File: config.mk
export PLATFORM = sky130hd
export DESIGN_NAME = gble_ctrl
export DESIGN_NICKNAME = d
export VERILOG_FILES = /design/src/rtl/core/gble_pkg.sv /design/src/rtl/core/gble_ctrl.sv
export SDC_FILE = /design/constraint.sdc
export NUM_CORES = 1
export LEC_CHECK = 0
export ABC_CLOCK_PERIOD_IN_PS = 1700
export BUFFER_PORTS_ARGS = -buffer_cell sky130_fd_sc_hd__buf_2
export CORE_AREA = 2 2 39 41
export CTS_CLUSTER_SIZE = 30
export DETAILED_ROUTE_END_ITERATION = 16
export DIE_AREA = 0 0 41 43
export HOLD_SLACK_MARGIN = 0.12
export SYNTH_ARGS = -nofsm -noshare
export SYNTH_HDL_FRONTEND = slang
export SYNTH_SLANG_ARGS = --single-unit
File: constraint.sdc
create_clock -name clk -period 1.7 [get_ports clk]
set_clock_uncertainty 0.1 [all_clocks]
set_input_delay 0.255 -clock clk [delete_from_list [all_inputs] [get_ports clk]]
set_output_delay 0.255 -clock clk [all_outputs]
set_load 0.02 [all_outputs]
File: src/rtl/core/gble_pkg.sv
package gble_pkg;

	localparam int unsigned CAPACITY = 1024;
	localparam int unsigned AW       = $clog2(CAPACITY);
	localparam int unsigned CW       = $clog2(CAPACITY + 1);

	localparam int unsigned IN_W  = 32;
	localparam int unsigned OUT_W = 32;

	typedef enum logic [2:0] {
		OP_INSERT     = 3'd0,
		OP_FORWARD    = 3'd1,
		OP_BACKWARD   = 3'd2,
		OP_DELETE     = 3'd3,
		OP_KILL_END   = 3'd4,
		OP_KILL_START = 3'd5,
		OP_CLEAR      = 3'd6,
		OP_READ       = 3'd7
	} op_t;

	typedef enum logic [2:0] {
		ST_IDLE,
		ST_EXEC,
		ST_MOVE_RD,
		ST_MOVE_WR,
		ST_DONE
	} state_t;

	typedef struct packed {
		logic latch;
		logic exec;
		logic move_rd;
		logic move_wr;
		logic out_load;
	} ctrl_cmd_t;

	typedef struct packed {
		logic is_move;
		logic move_none;
		logic move_last;
		logic out_free;
	} dp_status_t;

endpackage

File: src/rtl/core/gble_ctrl.sv
module gble_ctrl (
	input  logic                   clk,
	input  logic                   arst_n,
	input  logic                   s_tvalid,
	output logic                   s_tready,
	input  gble_pkg::dp_status_t   status,
	output gble_pkg::ctrl_cmd_t    cmd
);
	import gble_pkg::*;

	state_t state_q;
	state_t state_next;

	always_ff @(posedge clk or negedge arst_n) begin
		if (!arst_n) begin
			state_q <= ST_IDLE;
		end else begin
			state_q <= state_next;
		end
	end

	always_comb begin
		state_next = state_q;
		unique case (state_q)
			ST_IDLE: begin
				if (s_tvalid) state_next = ST_EXEC;
			end
			ST_EXEC: begin
				if (status.is_move && !status.move_none) state_next = ST_MOVE_RD;
				else state_next = ST_DONE;
			end
			ST_MOVE_RD: begin
				state_next = ST_MOVE_WR;
			end
			ST_MOVE_WR: begin
				if (status.move_last) state_next = ST_DONE;
				else state_next = ST_MOVE_RD;
			end
			ST_DONE: begin
				if (status.out_free) state_next = ST_IDLE;
			end
			default: begin
				state_next = ST_IDLE;
			end
		endcase
	end

	always_comb begin
		s_tready     = (state_q == ST_IDLE);
		cmd.latch    = (state_q == ST_IDLE) && s_tvalid;
		cmd.exec     = (state_q == ST_EXEC);
		cmd.move_rd  = (state_q == ST_MOVE_RD);
		cmd.move_wr  = (state_q == ST_MOVE_WR);
		cmd.out_load = (state_q == ST_DONE) && status.out_free;
	end

endmodule

==> impl_metrics.toml <==
[pwr]
p_leak_nw = 0.149
cellPowerDensity_nw_per_um2 = 1800
p_total_mw = 0.546
peakVddDrop_uv = 621

[clock_tree]
tritoncts = "done"
htree_levels = 1
path_clk_slew_ns = 0.04
clock_latency_ns = 0.23
cts_setup_buffers = 0
root_buffer = "clkbuf_4"
clock_sinks = 3
cts_buffers = 3
ctsLongestPathBuffers = 2

[synthesis]
yosys_warnings = 0
syn-num-nets = 28
yosysSeqAreaShare = 0.380
syn_avg_cell_area_um2 = 9.41
synth_cells = 21
synth_top_area_frac = 0.380
synth_area_leaders = "dfrtp_1 38%, nor3_1 7.6%, buf_6 5.7%"
ys_types = 15
yosysTopAreaCell = "dfrtp_1"
syn-cell-area_um2 = 198
synth-seq-cells = 3

[worst_setup_path]
rr_worst_depth = 2
path_delay_family = "flip-flops"
cp_cell_sequence = "or2b_1 -> nor2_1 -> buf_2"
crit_path_start_kind = "flop"
cp_slowest_stage_delay_ns = 0.45
endpoint_kind = "output pin"
critPathBufInv = 1
crit_start = "state_q[0]"
crit_type = "reg2out"
arrival_ns = 1.23
worst-path-stages = 3
crit_required_ns = 1.34
crit_fanout = 8
crit_slowest_cell = "dfrtp_1"
r2r-start = "state_q[1]"

[floorplan]
rows = 14
die_x_um = 41
pin_count = 13
dieArea_um2 = 1760
fp.dieH_um = 43
start_util = 0.143
core_um2 = 1380

[finish]
reg_top3 = "state_q: 3 flops"
diodes = 0
final_cell_mix = "12 x buf_2, 3 x nor2_1, 3 x nor3_1, 3 x clkbuf_4, 3 x dfrtp_1"
top_register = "state_q"
drive_gt1_frac = 0.405
register_area_um2 = 75.1
n_fill_cell = 154
syn2layout_area_growth_pct = 53.2
multi_input_area_um2 = 108
largest_reg_flops = 3
layout.nets = 45
final_common_cell = "buf_2"

[timing]
min_period_ns = 1.59
maxSlewHeadroom = 0.819
finalCritPeriodShare = 0.935
fmax_mhz = 629
fin_tns_setup_ns = 0
drv_slew = 0
rsz0062_at_grt = "false"
setup_viol = 0
worst_pin_slew_ns = 0.272
hold_viol_final = 0

[placement]
place_congestion = 0.715
post-dp-hpwl_um = 352
port_buffers = 12

[global_route]
grt.overflow.total = 0
grt_first_pass_wirelength_um = 841
track_usage = 0.0865
grt_pass1_vias = 185
grt_max_degree = 11
antenna_found_initial = 0

[route]
viasPerCell = 3.72
antenna_left = 0
detail_route.first_pass.iterations = 1
drt_wl_total_um = 512
vias = 197
drt-wirelength-per-cell_um = 9.66
drt_iter0_markers = 0
remaining_drc_errors = 0

[min_path]
worstHoldStart = "s_tvalid"
min_path_cells = 3
hold_class = "in2reg"

[run_status]
status = "finished, final reports clean"

[job]
maxCapViolCount = 0
kinds of logic after synthesis:
logic type	Yosys count	synth area share
AO/OA/AOI/OAI	3	0.114
buffers and inverters	2	0.0759
flip-flops	3	0.380
AND/OR/NAND/NOR	13	0.430
final timing paths:
check,end,slack [ns]
worst max-delay path,cmd[3],0.11
min in group asynchronous,state_q[0],0.25
max in group asynchronous,state_q[2],1.15
worst max register to register,state_q[2],0.44
worst min-delay path,state_q[0],0.19
worst min register to register,state_q[1],0.46
routing by layer:
metal,GRT usage,vias to the layer above,wire length [um]
met2,0.0688,12,183
met5,0,-,0
met4,0.140,0,25
met1,0.107,76,245
met3,0.0524,2,59
li1,-,107,-
cells in the mapped netlist:
cell,n
nor2_1,3
and2_1,1
buf_6,1
or4b_1,1
inv_1,1
nor4bb_1,1
nand4bb_1,1
a21oi_1,1
nor2b_1,1
o31ai_1,1
a21bo_1,1
nor3_1,3
nor3b_1,1
dfrtp_1,3
or2b_1,1
layout make-up:
class | instances | share of cell area
multi-input cells | 16 | 0.355
flip-flops and latches | 3 | 0.248
repair buffers | 13 | 0.231
clock buffers | 4 | 0.0868
well taps | 16 | 0.0661
inverters | 1 | 0.0124
worst min-delay path, cell delays in order:
cell and delay, ns:
buf_2 0.10, nor2_1 0.07, nor3_1 0.05
through the flow:
stage	setup slack (ns)	util	instance area [um^2]	std cells	hold WS, ns
after detailed placement	0.345	0.193	267	48	-0.0482
after CTS	0.0941	0.219	303	53	0.179
after global placement	0.376	0.193	267	48	-0.0493
after global routing	0.0219	0.219	303	53	0.190
final	0.111	0.219	303	53	0.186
after floorplan	0.0437	-	198	21	-0.141
repair_timing:
item,4_1_cts,5_1_grt
endpoints found under the hold margin,3,0
hold buffers,1,0
gates resized for setup,0,0
where the power goes:
group / internal, mW / switching [mW] / leakage, nW
sequential: 0.103 / 0.0651 / 0.0390
combinational: 0.112 / 0.140 / 0.0951
clock: 0.0880 / 0.0377 / 0.0150
Note: power is estimated with default switching activity, not from simulation.
